`config.mk`:
```
export PLATFORM = sky130hd
export DESIGN_NAME = scan_breakpoint_segmenter_top
export DESIGN_NICKNAME = d
export VERILOG_FILES = /design/src/hdl/sbs_pkg.sv /design/src/hdl/sbs_isqrt.sv /design/src/hdl/sbs_ctrl.sv /design/src/hdl/sbs_datapath.sv /design/src/hdl/scan_breakpoint_segmenter_top.sv
export SDC_FILE = /design/constraint.sdc
export NUM_CORES = 2
export LEC_CHECK = 0
export BUFFER_PORTS_ARGS = -buffer_cell sky130_fd_sc_hd__buf_2
export CAP_MARGIN = 20
export CORE_MARGIN = 2
export CORE_UTILIZATION = 59
export DETAILED_ROUTE_END_ITERATION = 10
export PLACE_DENSITY_LB_ADDON = 0.2
export SYNTH_ARGS = -nofsm -noshare
export SYNTH_HDL_FRONTEND = slang
export SYNTH_SLANG_ARGS = --single-unit
```
`constraint.sdc`:
```
create_clock -name i_clk -period 6.3 [get_ports i_clk]
set_input_delay 0.945 -clock i_clk [delete_from_list [all_inputs] [get_ports i_clk]]
set_output_delay 0.945 -clock i_clk [all_outputs]
set_load 0.01 [all_outputs]
```
`src/hdl/sbs_pkg.sv`:
```
// Shared types and constants for the scan breakpoint segmenter.
package sbs_pkg;

    localparam int COORD_W = 16;
    localparam int INDEX_W = 12;
    localparam int COUNT_W = 13;
    localparam int GAP_W   = 17;
    localparam int SQ_W    = 32;
    localparam int D2_W    = 33;

    localparam int CFG_IDX_W = 2;
    localparam int CFG_DATA_W = 16;

    localparam logic [CFG_IDX_W-1:0] CFG_MAX_GAP     = 2'd0;
    localparam logic [CFG_IDX_W-1:0] CFG_MIN_MEMBERS = 2'd1;

    localparam logic [COORD_W-1:0] MAX_GAP_RESET     = 16'd200;
    localparam logic [COUNT_W-1:0] MIN_MEMBERS_RESET = 13'd3;

    typedef enum logic [2:0] {
        S_IDLE,
        S_DIFF,
        S_SQUARE,
        S_COMPARE,
        S_ROOT,
        S_UPDATE,
        S_EMIT_A,
        S_EMIT_B
    } t_state;

    typedef struct packed {
        logic load;
        logic diff;
        logic square;
        logic root_start;
        logic update;
        logic load_a;
        logic load_b;
    } t_cmd;

    typedef struct packed {
        logic brk;
        logic root_busy;
        logic a_pend;
        logic last;
        logic out_free;
    } t_sts;

    typedef struct packed {
        logic [INDEX_W-1:0] first_index;
        logic [INDEX_W-1:0] final_index;
        logic [COUNT_W-1:0] member_total;
        logic [GAP_W-1:0]   gap_before_mm;
        logic [GAP_W-1:0]   gap_after_mm;
        logic               size_ok;
        logic               scan_done;
    } t_result;

endpackage

```
`src/hdl/sbs_isqrt.sv`:
```
// Iterative floor square root, one result bit per cycle.
module sbs_isqrt
    import sbs_pkg::*;
(
    input  logic                i_clk,
    input  logic                i_rst_n,
    input  logic                i_start,
    input  logic [D2_W-1:0]     i_value,
    output logic                o_busy,
    output logic [GAP_W-1:0]    o_root
);

    localparam int STEPS = GAP_W;
    localparam int CNT_W = $clog2(STEPS + 1);

    logic [CNT_W-1:0] r_cnt, n_cnt;
    logic [D2_W-1:0]  r_rem, n_rem;
    logic [D2_W:0]    r_res, n_res;
    logic [D2_W-1:0]  r_bit, n_bit;
    logic [D2_W:0]    w_trial;

    assign w_trial = r_res + {1'b0, r_bit};

    always_comb begin
        n_cnt = r_cnt;
        n_rem = r_rem;
        n_res = r_res;
        n_bit = r_bit;
        if (i_start) begin
            n_cnt = CNT_W'(STEPS);
            n_rem = i_value;
            n_res = '0;
            n_bit = {1'b1, {(D2_W-1){1'b0}}};
        end else if (r_cnt != '0) begin
            if ({1'b0, r_rem} >= w_trial) begin
                n_rem = r_rem - w_trial[D2_W-1:0];
                n_res = (r_res >> 1) + {1'b0, r_bit};
            end else begin
                n_res = r_res >> 1;
            end
            n_bit = r_bit >> 2;
            n_cnt = r_cnt - 1'b1;
        end
    end

    always_ff @(posedge i_clk) begin
        if (!i_rst_n) begin
            r_cnt <= '0;
        end else begin
            r_cnt <= n_cnt;
        end
        r_rem <= n_rem;
        r_res <= n_res;
        r_bit <= n_bit;
    end

    assign o_busy = (r_cnt != '0);
    assign o_root = r_res[GAP_W-1:0];

endmodule

```
`src/hdl/sbs_ctrl.sv`:
```
// Sequencing state machine for the segmenter.
module sbs_ctrl
    import sbs_pkg::*;
(
    input  logic i_clk,
    input  logic i_rst_n,
    input  logic i_valid,
    output logic o_ready,
    input  t_sts i_sts,
    output t_cmd o_cmd
);

    t_state r_state, n_state;

    always_ff @(posedge i_clk) begin
        if (!i_rst_n) begin
            r_state <= S_IDLE;
        end else begin
            r_state <= n_state;
        end
    end

    always_comb begin
        n_state = r_state;
        o_cmd   = '0;
        o_ready = 1'b0;
        case (r_state)
            S_IDLE: begin
                o_ready = 1'b1;
                if (i_valid) begin
                    o_cmd.load = 1'b1;
                    n_state    = S_DIFF;
                end
            end
            S_DIFF: begin
                o_cmd.diff = 1'b1;
                n_state    = S_SQUARE;
            end
            S_SQUARE: begin
                o_cmd.square = 1'b1;
                n_state      = S_COMPARE;
            end
            S_COMPARE: begin
                if (i_sts.brk) begin
                    o_cmd.root_start = 1'b1;
                    n_state          = S_ROOT;
                end else begin
                    n_state = S_UPDATE;
                end
            end
            S_ROOT: begin
                if (!i_sts.root_busy) begin
                    n_state = S_UPDATE;
                end
            end
            S_UPDATE: begin
                o_cmd.update = 1'b1;
                n_state      = S_EMIT_A;
            end
            S_EMIT_A: begin
                // a_pend and last are settled by the update cycle
                if (!i_sts.a_pend) begin
                    n_state = i_sts.last ? S_EMIT_B : S_IDLE;
                end else if (i_sts.out_free) begin
                    o_cmd.load_a = 1'b1;
                    n_state      = i_sts.last ? S_EMIT_B : S_IDLE;
                end
            end
            S_EMIT_B: begin
                if (i_sts.out_free) begin
                    o_cmd.load_b = 1'b1;
                    n_state      = S_IDLE;
                end
            end
            default: begin
                n_state = S_IDLE;
            end
        endcase
    end

endmodule

```
`src/hdl/sbs_datapath.sv`:
```
// Distance, threshold, cluster bookkeeping and output register.
module sbs_datapath
    import sbs_pkg::*;
#(
    parameter int MAX_POINTS = 4096
) (
    input  logic                    i_clk,
    input  logic                    i_rst_n,
    input  t_cmd                    i_cmd,
    output t_sts                    o_sts,
    input  logic                    i_cfg_we,
    input  logic [CFG_IDX_W-1:0]    i_cfg_index,
    input  logic [CFG_DATA_W-1:0]   i_cfg_data,
    input  logic signed [COORD_W-1:0] i_x_mm,
    input  logic signed [COORD_W-1:0] i_y_mm,
    input  logic                    i_last_point,
    input  logic                    i_ready,
    output logic                    o_valid,
    output t_result                 o_result
);

    localparam int CW      = (MAX_POINTS > 2) ? $clog2(MAX_POINTS) : 1;
    localparam int RUN_CAP = (MAX_POINTS > 8191) ? 8191 : MAX_POINTS;

    // configuration
    logic [COORD_W-1:0] r_max_gap;
    logic [COUNT_W-1:0] r_min;

    // scan state
    logic signed [COORD_W-1:0] r_prev_x, r_prev_y;
    logic                      r_have_prev;
    logic [CW-1:0]             r_idx;
    logic [CW-1:0]             r_begin;
    logic [COUNT_W-1:0]        r_run;
    logic [GAP_W-1:0]          r_lead;

    // per-point working registers
    logic signed [COORD_W-1:0] r_x, r_y;
    logic                      r_last;
    logic signed [COORD_W:0]   r_dx, r_dy;
    logic [SQ_W-1:0]           r_sqx, r_sqy, r_t2;
    logic                      r_brk;
    logic                      r_a_pend;
    t_result                   r_res_a, r_res_b;

    t_result                   r_out;
    logic                      r_out_valid;

    logic signed [2*COORD_W+1:0] w_px, w_py;
    logic [2*COORD_W-1:0]      w_pt;
    logic [D2_W-1:0]           w_d2;
    logic                      w_brk;
    logic                      w_root_busy;
    logic [GAP_W-1:0]          w_root;
    logic [GAP_W-1:0]          w_gap;
    logic [CW-1:0]             w_prev_idx, w_next_idx;
    logic                      w_restart;
    logic [COUNT_W-1:0]        w_base_run, w_new_run;
    logic [CW-1:0]             w_new_begin;
    logic [GAP_W-1:0]          w_new_lead;
    logic                      w_out_free;

    assign w_px = r_dx * r_dx;
    assign w_py = r_dy * r_dy;
    assign w_pt = r_max_gap * r_max_gap;

    assign w_d2  = {1'b0, r_sqx} + {1'b0, r_sqy};
    assign w_brk = r_have_prev && (w_d2 >= {1'b0, r_t2});

    sbs_isqrt u_isqrt (
        .i_clk   (i_clk),
        .i_rst_n (i_rst_n),
        .i_start (i_cmd.root_start),
        .i_value (w_d2),
        .o_busy  (w_root_busy),
        .o_root  (w_root)
    );

    assign w_gap = r_brk ? w_root : '0;

    assign w_prev_idx = (r_idx == '0) ? CW'(MAX_POINTS - 1) : r_idx - 1'b1;
    assign w_next_idx = (r_idx == CW'(MAX_POINTS - 1)) ? '0 : r_idx + 1'b1;

    assign w_restart   = !r_have_prev || r_brk;
    assign w_base_run  = w_restart ? '0 : r_run;
    assign w_new_run   = (w_base_run < COUNT_W'(RUN_CAP)) ? w_base_run + 1'b1 : w_base_run;
    assign w_new_begin = w_restart ? r_idx : r_begin;
    assign w_new_lead  = !r_have_prev ? '0 : (r_brk ? w_gap : r_lead);

    assign w_out_free = !r_out_valid || i_ready;

    always_ff @(posedge i_clk) begin
        if (!i_rst_n) begin
            r_max_gap <= MAX_GAP_RESET;
            r_min     <= MIN_MEMBERS_RESET;
        end else if (i_cfg_we) begin
            case (i_cfg_index)
                CFG_MAX_GAP:     r_max_gap <= i_cfg_data;
                CFG_MIN_MEMBERS: r_min     <= i_cfg_data[COUNT_W-1:0];
                default: ;
            endcase
        end
    end

    always_ff @(posedge i_clk) begin
        if (!i_rst_n) begin
            r_prev_x    <= '0;
            r_prev_y    <= '0;
            r_have_prev <= 1'b0;
            r_idx       <= '0;
            r_begin     <= '0;
            r_run       <= '0;
            r_lead      <= '0;
            r_a_pend    <= 1'b0;
            r_last      <= 1'b0;
            r_out_valid <= 1'b0;
        end else begin
            if (i_cmd.load) begin
                r_last <= i_last_point;
            end
            if (i_cmd.update) begin
                r_a_pend <= r_brk && (r_run >= r_min);
                if (r_last) begin
                    r_prev_x    <= '0;
                    r_prev_y    <= '0;
                    r_have_prev <= 1'b0;
                    r_idx       <= '0;
                    r_begin     <= '0;
                    r_run       <= '0;
                    r_lead      <= '0;
                end else begin
                    r_prev_x    <= r_x;
                    r_prev_y    <= r_y;
                    r_have_prev <= 1'b1;
                    r_idx       <= w_next_idx;
                    r_begin     <= w_new_begin;
                    r_run       <= w_new_run;
                    r_lead      <= w_new_lead;
                end
            end
            if (i_cmd.load_a || i_cmd.load_b) begin
                r_out_valid <= 1'b1;
            end else if (i_ready) begin
                r_out_valid <= 1'b0;
            end
        end
    end

    always_ff @(posedge i_clk) begin
        if (i_cmd.load) begin
            r_x <= i_x_mm;
            r_y <= i_y_mm;
        end
        if (i_cmd.diff) begin
            r_dx <= {r_x[COORD_W-1], r_x} - {r_prev_x[COORD_W-1], r_prev_x};
            r_dy <= {r_y[COORD_W-1], r_y} - {r_prev_y[COORD_W-1], r_prev_y};
        end
        if (i_cmd.square) begin
            r_sqx <= w_px[SQ_W-1:0];
            r_sqy <= w_py[SQ_W-1:0];
            r_t2  <= w_pt;
        end
        if (i_cmd.root_start || i_cmd.load) begin
            r_brk <= i_cmd.root_start;
        end
        if (i_cmd.update) begin
            r_res_a.first_index   <= INDEX_W'(r_begin);
            r_res_a.final_index   <= INDEX_W'(w_prev_idx);
            r_res_a.member_total  <= r_run;
            r_res_a.gap_before_mm <= r_lead;
            r_res_a.gap_after_mm  <= w_gap;
            r_res_a.size_ok       <= 1'b1;
            r_res_a.scan_done     <= 1'b0;
            r_res_b.first_index   <= INDEX_W'(w_new_begin);
            r_res_b.final_index   <= INDEX_W'(r_idx);
            r_res_b.member_total  <= w_new_run;
            r_res_b.gap_before_mm <= w_new_lead;
            r_res_b.gap_after_mm  <= '0;
            r_res_b.size_ok       <= (w_new_run >= r_min);
            r_res_b.scan_done     <= 1'b1;
        end
        if (i_cmd.load_a) begin
            r_out <= r_res_a;
        end else if (i_cmd.load_b) begin
            r_out <= r_res_b;
        end
    end

    always_comb begin
        o_sts           = '0;
        o_sts.brk       = w_brk;
        o_sts.root_busy = w_root_busy;
        o_sts.a_pend    = r_a_pend;
        o_sts.last      = r_last;
        o_sts.out_free  = w_out_free;
    end

    assign o_valid  = r_out_valid;
    assign o_result = r_out;

    // datapath checks
    a_one_load: assert property (@(posedge i_clk) disable iff (!i_rst_n)
        !(i_cmd.load_a && i_cmd.load_b))
        else $error("both pending results loaded in one cycle");

    a_load_free: assert property (@(posedge i_clk) disable iff (!i_rst_n)
        (i_cmd.load_a || i_cmd.load_b) |-> w_out_free)
        else $error("result loaded over an untaken result");

    a_break_result: assert property (@(posedge i_clk) disable iff (!i_rst_n)
        i_cmd.load_a |=> (r_out.size_ok && !r_out.scan_done))
        else $error("breakpoint result without size flag or with scan end");

    a_root_on_break: assert property (@(posedge i_clk) disable iff (!i_rst_n)
        i_cmd.root_start |-> (w_brk && !w_root_busy))
        else $error("square root started without a breakpoint");

endmodule

```
`src/hdl/scan_breakpoint_segmenter_top.sv`:
```
// Top level of the scan breakpoint segmenter.
//
// Usage:
//  - Input channel (i_valid/o_ready): one scan point per transfer, x/y in
//    signed millimeters, i_last_point set on the scan's final point.
//  - Output channel (o_valid/i_ready): one transfer per reported cluster,
//    at most two per point (a breakpoint cluster first, then the final
//    cluster of the scan when the point is marked last).
//  - Config channel (i_cfg_valid/o_cfg_ready): index 0 = max_gap_mm,
//    index 1 = min_members; always ready, write only while idle.
// Timing: one point at a time. Without a breakpoint o_ready returns after the
// difference, square, compare, update and emit steps. A breakpoint adds the
// bit-serial square root (17 steps plus a finish step). A point marked last
// adds an emit step for the final cluster. A result shows on o_valid the
// cycle after its emit step.
// The output register decouples the sides: a new point can be taken while
// a result waits. If the receiver stalls, the block holds in its emit
// step until the register frees up.
// Reset (synchronous, active low) restores max_gap_mm=200, min_members=3, index 0.
module scan_breakpoint_segmenter_top
    import sbs_pkg::*;
#(
    parameter int MAX_POINTS = 4096
) (
    input  logic                        i_clk,
    input  logic                        i_rst_n,

    input  logic                        i_valid,
    output logic                        o_ready,
    input  logic signed [COORD_W-1:0]   i_x_mm,
    input  logic signed [COORD_W-1:0]   i_y_mm,
    input  logic                        i_last_point,

    output logic                        o_valid,
    input  logic                        i_ready,
    output logic [INDEX_W-1:0]          o_first_index,
    output logic [INDEX_W-1:0]          o_final_index,
    output logic [COUNT_W-1:0]          o_member_total,
    output logic [GAP_W-1:0]            o_gap_before_mm,
    output logic [GAP_W-1:0]            o_gap_after_mm,
    output logic                        o_size_ok,
    output logic                        o_scan_done,

    input  logic                        i_cfg_valid,
    output logic                        o_cfg_ready,
    input  logic [CFG_IDX_W-1:0]        i_cfg_index,
    input  logic [CFG_DATA_W-1:0]       i_cfg_data
);

    t_cmd    w_cmd;
    t_sts    w_sts;
    t_result w_result;

    // config writes land directly in the registers, so the port never stalls
    assign o_cfg_ready = 1'b1;

    sbs_ctrl u_ctrl (
        .i_clk   (i_clk),
        .i_rst_n (i_rst_n),
        .i_valid (i_valid),
        .o_ready (o_ready),
        .i_sts   (w_sts),
        .o_cmd   (w_cmd)
    );

    sbs_datapath #(
        .MAX_POINTS (MAX_POINTS)
    ) u_datapath (
        .i_clk        (i_clk),
        .i_rst_n      (i_rst_n),
        .i_cmd        (w_cmd),
        .o_sts        (w_sts),
        .i_cfg_we     (i_cfg_valid),
        .i_cfg_index  (i_cfg_index),
        .i_cfg_data   (i_cfg_data),
        .i_x_mm       (i_x_mm),
        .i_y_mm       (i_y_mm),
        .i_last_point (i_last_point),
        .i_ready      (i_ready),
        .o_valid      (o_valid),
        .o_result     (w_result)
    );

    assign o_first_index   = w_result.first_index;
    assign o_final_index   = w_result.final_index;
    assign o_member_total  = w_result.member_total;
    assign o_gap_before_mm = w_result.gap_before_mm;
    assign o_gap_after_mm  = w_result.gap_after_mm;
    assign o_size_ok       = w_result.size_ok;
    assign o_scan_done     = w_result.scan_done;

endmodule

```
# After elaboration in Yosys (flattened, before gate mapping)
# Index checks and enable logic that the tools add are counted.
# W data, S select, Z words.
[totals] word_cells=140 input_bits=56 reg_bits=573
[classes] reduce_logical=21 n_mux=44 addsub=10 multipliers=3 n_eq_ne=13 magnitude_cmp=5 n_bitwise=1
[op_table] op="$mux W73" count=2
[op_table] op="$mux W33" count=3
[op_table] op="$mux W17" count=4
[op_table] op="$mul A17 B17 Y32" count=2
[op_table] op="$mux W12" count=4
[op_table] op="$mux W13" count=3
[op_table] op="$add A33 B33 Y34" count=1
[op_table] op="$add A34 B33 Y34" count=1
[op_table] op="$ge A33 B34 Y1" count=1
[op_table] op="$mux W34" count=1
[op_table] op="$sub A16 B16 Y17" count=2
[op_table] op="$add A32 B32 Y33" count=1
[op_table] op="$ge A33 B32 Y1" count=1
[op_table] op="$sub A33 B33 Y33" count=1
[op_table] op="$mul A16 B16 Y32" count=1
[op_table] op="$mux W16" count=2
[op_table] op="$ge A13 B13 Y1" count=2
[op_table] op="$pmux W3 S8" count=1
[op_table] op="$mux W3" count=6
[op_table] op="$mux W1" count=16
[op_table] op="$add A13 B1 Y13 const B" count=1
[op_table] op="$lt A13 B13 Y1 const B" count=1
[op_table] op="$add A12 B1 Y12 const B" count=1
[op_table] op="$eq A12 B12 Y1 const B" count=1
[op_table] op="other kinds (22)" count=38

# Longest topological paths before layout
[depth] depth_word=7 depth_mapped=26 mapped_depth_nobuf=24

# Cells and area by module
# A second synthesis with hierarchy kept.
[unflattened] cells_unflattened=5528 area_unflattened_um2=54891.4
[modules_own_cells] module="sbs_datapath" area_per_inst_um2=47038.9 n_inst=1 cells_per_inst=4543
[modules_own_cells] module="sbs_isqrt" area_per_inst_um2=7558.5 n_inst=1 cells_per_inst=941
[modules_own_cells] module="sbs_ctrl" area_per_inst_um2=282.8 n_inst=1 cells_per_inst=42
[modules_own_cells] module="scan_breakpoint_segmenter_top" area_per_inst_um2=11.3 n_inst=1 cells_per_inst=2

# Least setup slack after synthesis
# Ideal clock, no wire load.
[synth_path] kind="reg2reg" startpoint="register u_datapath.r_dy[16]" endpoint="register u_datapath.r_sqy[31] (data pin)" stages_incl_launch_ff=25 path_buffers=2 setup_slack_ns=-0.217 arrival_time_ns=6.257 t_required_ns=6.040 setup_ns=0.260 path_cell_list="edfxtp_1 > clkbuf_1 > clkbuf_1 > nand2_1 > inv_1 > fa_1 > inv_1 > fa_1 > fa_1 > inv_1 > fa_1 > fa_1 > inv_1 > fa_1 > inv_1 > ha_1 > a2111o_1 > nor3_1 > o21ai_1 > a41oi_2 > o21ai_1 > and4_1 > a2111oi_2 > a21oi_1 > xnor2_1"
[synth_via] elab_chain_len=1
[synth_rtl] item="start, declared" line_no="sbs_datapath.sv:40" text="logic signed [COORD_W:0] r_dx, r_dy;"
[synth_rtl] item="start signal, assigned" line_no="sbs_datapath.sv:156" text="r_dy <= {r_y[COORD_W-1], r_y} - {r_prev_y[COORD_W-1], r_prev_y};"
[synth_rtl] item="$mul A17 B17 Y32" line_no="sbs_datapath.sv:64" text="assign w_py = r_dy * r_dy;"
[synth_rtl] item="named net u_datapath.w_py[31]" line_no="sbs_datapath.sv:49" text="logic signed [2*COORD_W+1:0] w_px, w_py;"
[synth_rtl] item="end signal, assigned" line_no="sbs_datapath.sv:160" text="r_sqy <= w_py[SQ_W-1:0];"
[synth_rtl] item="end, declared" line_no="sbs_datapath.sv:41" text="logic [SQ_W-1:0] r_sqx, r_sqy, r_t2;"
# The timed path passes the listed nets, and every way through them passes these cells.
# A chain may end at the register's enable or synchronous reset.

# Worst setup path in the final report
[layout_path] startpoint="register u_datapath.r_dy[7]" endpoint="register u_datapath.r_sqy[31] (data pin)"
# Same word-level chain as after synthesis.

==> flow_metrics.tcl <==
set metrics [dict create \
    outcome "finished clean" \
    startpoint "u_datapath.r_dy[7]" \
    ys_ff_latch 570 \
    relSlewSlack_pct 29.29 \
    worst_pin_slew_ns 1.061 \
    ctsHoldBuffers 0 \
    syn_area_per_cell_sq_um 10.02 \
    portBuffers 130 \
    drive_gt1_share_pct 13.05 \
    groute.usage.overall_pct 26.78 \
    rsz0062_at_grt "true" \
    synthArstFlopShare_pct 0 \
    arrival_ns 6.65 \
    seq_area_frac_synth_pct 28.06 \
    cts_htree_levels 2 \
    synth.net_count 6647 \
    dieWidth_um 308.3 \
    core-area_sq_mm 0.09166 \
    critPathLaunchType "flip-flop" \
    grt_pass1_vias 39500 \
    setup_violations 0 \
    clkLatencyLatePin_ns 0.68 \
    fmax_ghz 0.1606 \
    yosysTopAreaCellShare_pct 24.84 \
    gp_congestion 0.9249 \
    clock_path_buffers 3 \
    synth_commonest_cells "1002 x inv_1, 678 x fa_1, 487 x nand2_1" \
    hold_viol 0 \
    dr.pass1.iters 6 \
    stdcell_area_sq_mm 0.06097 \
    synth_cell_types 90 \
    yosysMostFrequentCell "inv_1" \
    die_h_um 308.3 \
    hold_start "i_y_mm[3]" \
    vias 38570 \
    synth_area_leaders "fa_1 25%, edfxtp_1 22%, ha_1 10%" \
    worst-setup-path-type "reg -> reg" \
    synth-edff-count 392 \
    maxCapViolations 0 \
    worstPathRequired_ns 6.73 \
    slew_violations 0 \
    nets 6924 \
    dpl_cell_area_sq_mm 0.05785 \
    rows 111 \
    wl_per_cell_um 17.91 \
    hp-class "in -> reg" \
    antenna_found_initial 2 \
    ios 132 \
    period_share_pct 98.81 \
    numCtsBuffers 61 \
    post-route-util_pct 66.52 \
    clk_pin_slew_ns 0.06 \
    grt-ovfl-total 0 \
    worst_slack_ns 0.07483 \
    period_needed_ns 6.225 \
    grt_max_degree 96 \
    ys_warn_count 0 \
    via_per_inst 5.531 \
    hpwlAfterDp_mm 97.77 \
    ys.flop_type "edfxtp_1" \
    area_growth_pct 11.58 \
    ant_nets 0 \
    initialDrtViolationCount 2569 \
    r2r-start "u_datapath.r_dy[7]" \
    n_fill_cell 7186 \
    synth_top_cell_by_area "fa_1" \
    drc 0 \
    start_util_pct 59.61 \
    cts-root-buf "clkbuf_16" \
    detailedPlace.worstSlack_ns -0.1371 \
    cts_sinks 570 \
    grt_pass1_wl_mm 202.4 \
    end_kind "flip-flop" \
    synth_cells 5456 \
    dieArea_sq_mm 0.09507 \
    cts_tree "built" \
    synthesis.area_sq_mm 0.05464 \
    finClkSkew_ns 0.04487 \
    drt_wl_total_mm 124.9 \
    crit_fanout 6 \
]
timing repair:
| item | CTS | global route |
|---|---|---|
| buffers inserted | 2 | 43 |
| setup endpoints to repair | 4 | 24 |
| pin swaps | 3 | 58 |
| resized for setup | 3 | 161 |
| cloned | 0 | 0 |
layer usage:
| metal | wire, um | part of all wire (%) | track usage (%) | up-vias |
|---|---|---|---|---|
| met1 | 54810 | 44 | 37.18 | 19210 |
| met3 | 5925 | 4.7 | 2.591 | 149 |
| met5 | 0 | 0 | 0 | - |
| met4 | 2758 | 2.2 | 6.081 | 0 |
| met2 | 61410 | 49 | 45.68 | 911 |
| li1 | - | - | - | 18300 |
cell usage in the layout, fill, tap and decap left out, drive strengths merged, types with 178 or more instances in the layout:
master,synthesis,layout
and2,198,198
buf,18,393
nand2,487,487
a21oi,228,228
inv,1003,1005
fa,678,678
edfxtp,392,392
dfxtp,178,178
nor2,260,260
ha,457,457
final timing paths:
| path | depth (start not counted) | slack [ns] | end |
|---|---|---|---|
| setup / recovery | 21 | 0.07 | u_datapath.r_sqy[31] |
| hold / removal | 1 | 0.43 | u_datapath.r_y[3] |
| setup reg to reg | 21 | 0.07 | u_datapath.r_sqy[31] |
| hold reg to reg | 0 | 0.45 | u_datapath.r_res_a[31] |
metrics by stage:
stage	hold WS [ns]	TNS (ns)	std cells
finish	0.4348	0	6973
global route	0.4012	-0.4934	6973
CTS	0.3936	0	6928
detailed placement	0.4352	-0.2357	6810
global placement	0.4295	-0.03050	6810
floorplan	0.4064	-0.04614	5456
kinds of logic after synthesis:
logic type | synth area share, %
AOI/OAI and AO/OA | 10.40
xor gates and xnor gates | 4.263
adders and majority gates | 35.30
buffers and inverters | 8.181
DFF | 28.06
muxes | 1.745
other | 0.006863
and+or+nand+nor | 12.04
worst max-delay path, stage by stage (launching register included):
cell and delay (ns):
edfxtp_1 0.52, buf_6 0.16, buf_4 0.15, nand2_1 0.12, fa_1 0.56, inv_1 0.06, fa_1 0.54, fa_1 0.46
fa_1 0.51, fa_1 0.49, inv_1 0.05, fa_1 0.50, inv_1 0.06, ha_1 0.37, nor2_1 0.19, a21oi_2 0.06
a41oi_2 0.29, o21ai_2 0.11, and4_4 0.20, a2111oi_4 0.32, a21oi_2 0.11, xnor2_1 0.13
flip-flops by register name, summed over array words and instances, names as in the netlist, 31 cells and up:
name                      cells
u_datapath.u_isqrt.r_res     34
u_datapath.r_res_b           55
u_datapath.o_result          73
u_datapath.r_t2              31
u_datapath.r_res_a           71
u_datapath.u_isqrt.r_rem     33
u_datapath.r_sqy             31
u_datapath.r_sqx             31
area by class of cell:
type	count	area [sq um]	area share, %
diodes	1	2.502	0.004104
well taps	1186	1484	2.434
clock inverters	38	444.2	0.7285
clock buffers	78	1683	2.760
inverters	1003	3774	6.189
repair buffers	394	2786	4.570
multi-input cells	3703	35450	58.14
flip-flops and latches	570	15350	25.17
Power is left out: the tool's default activity adds up to more than one toggle a clock period on the data nets, which glitch-free logic cannot reach.
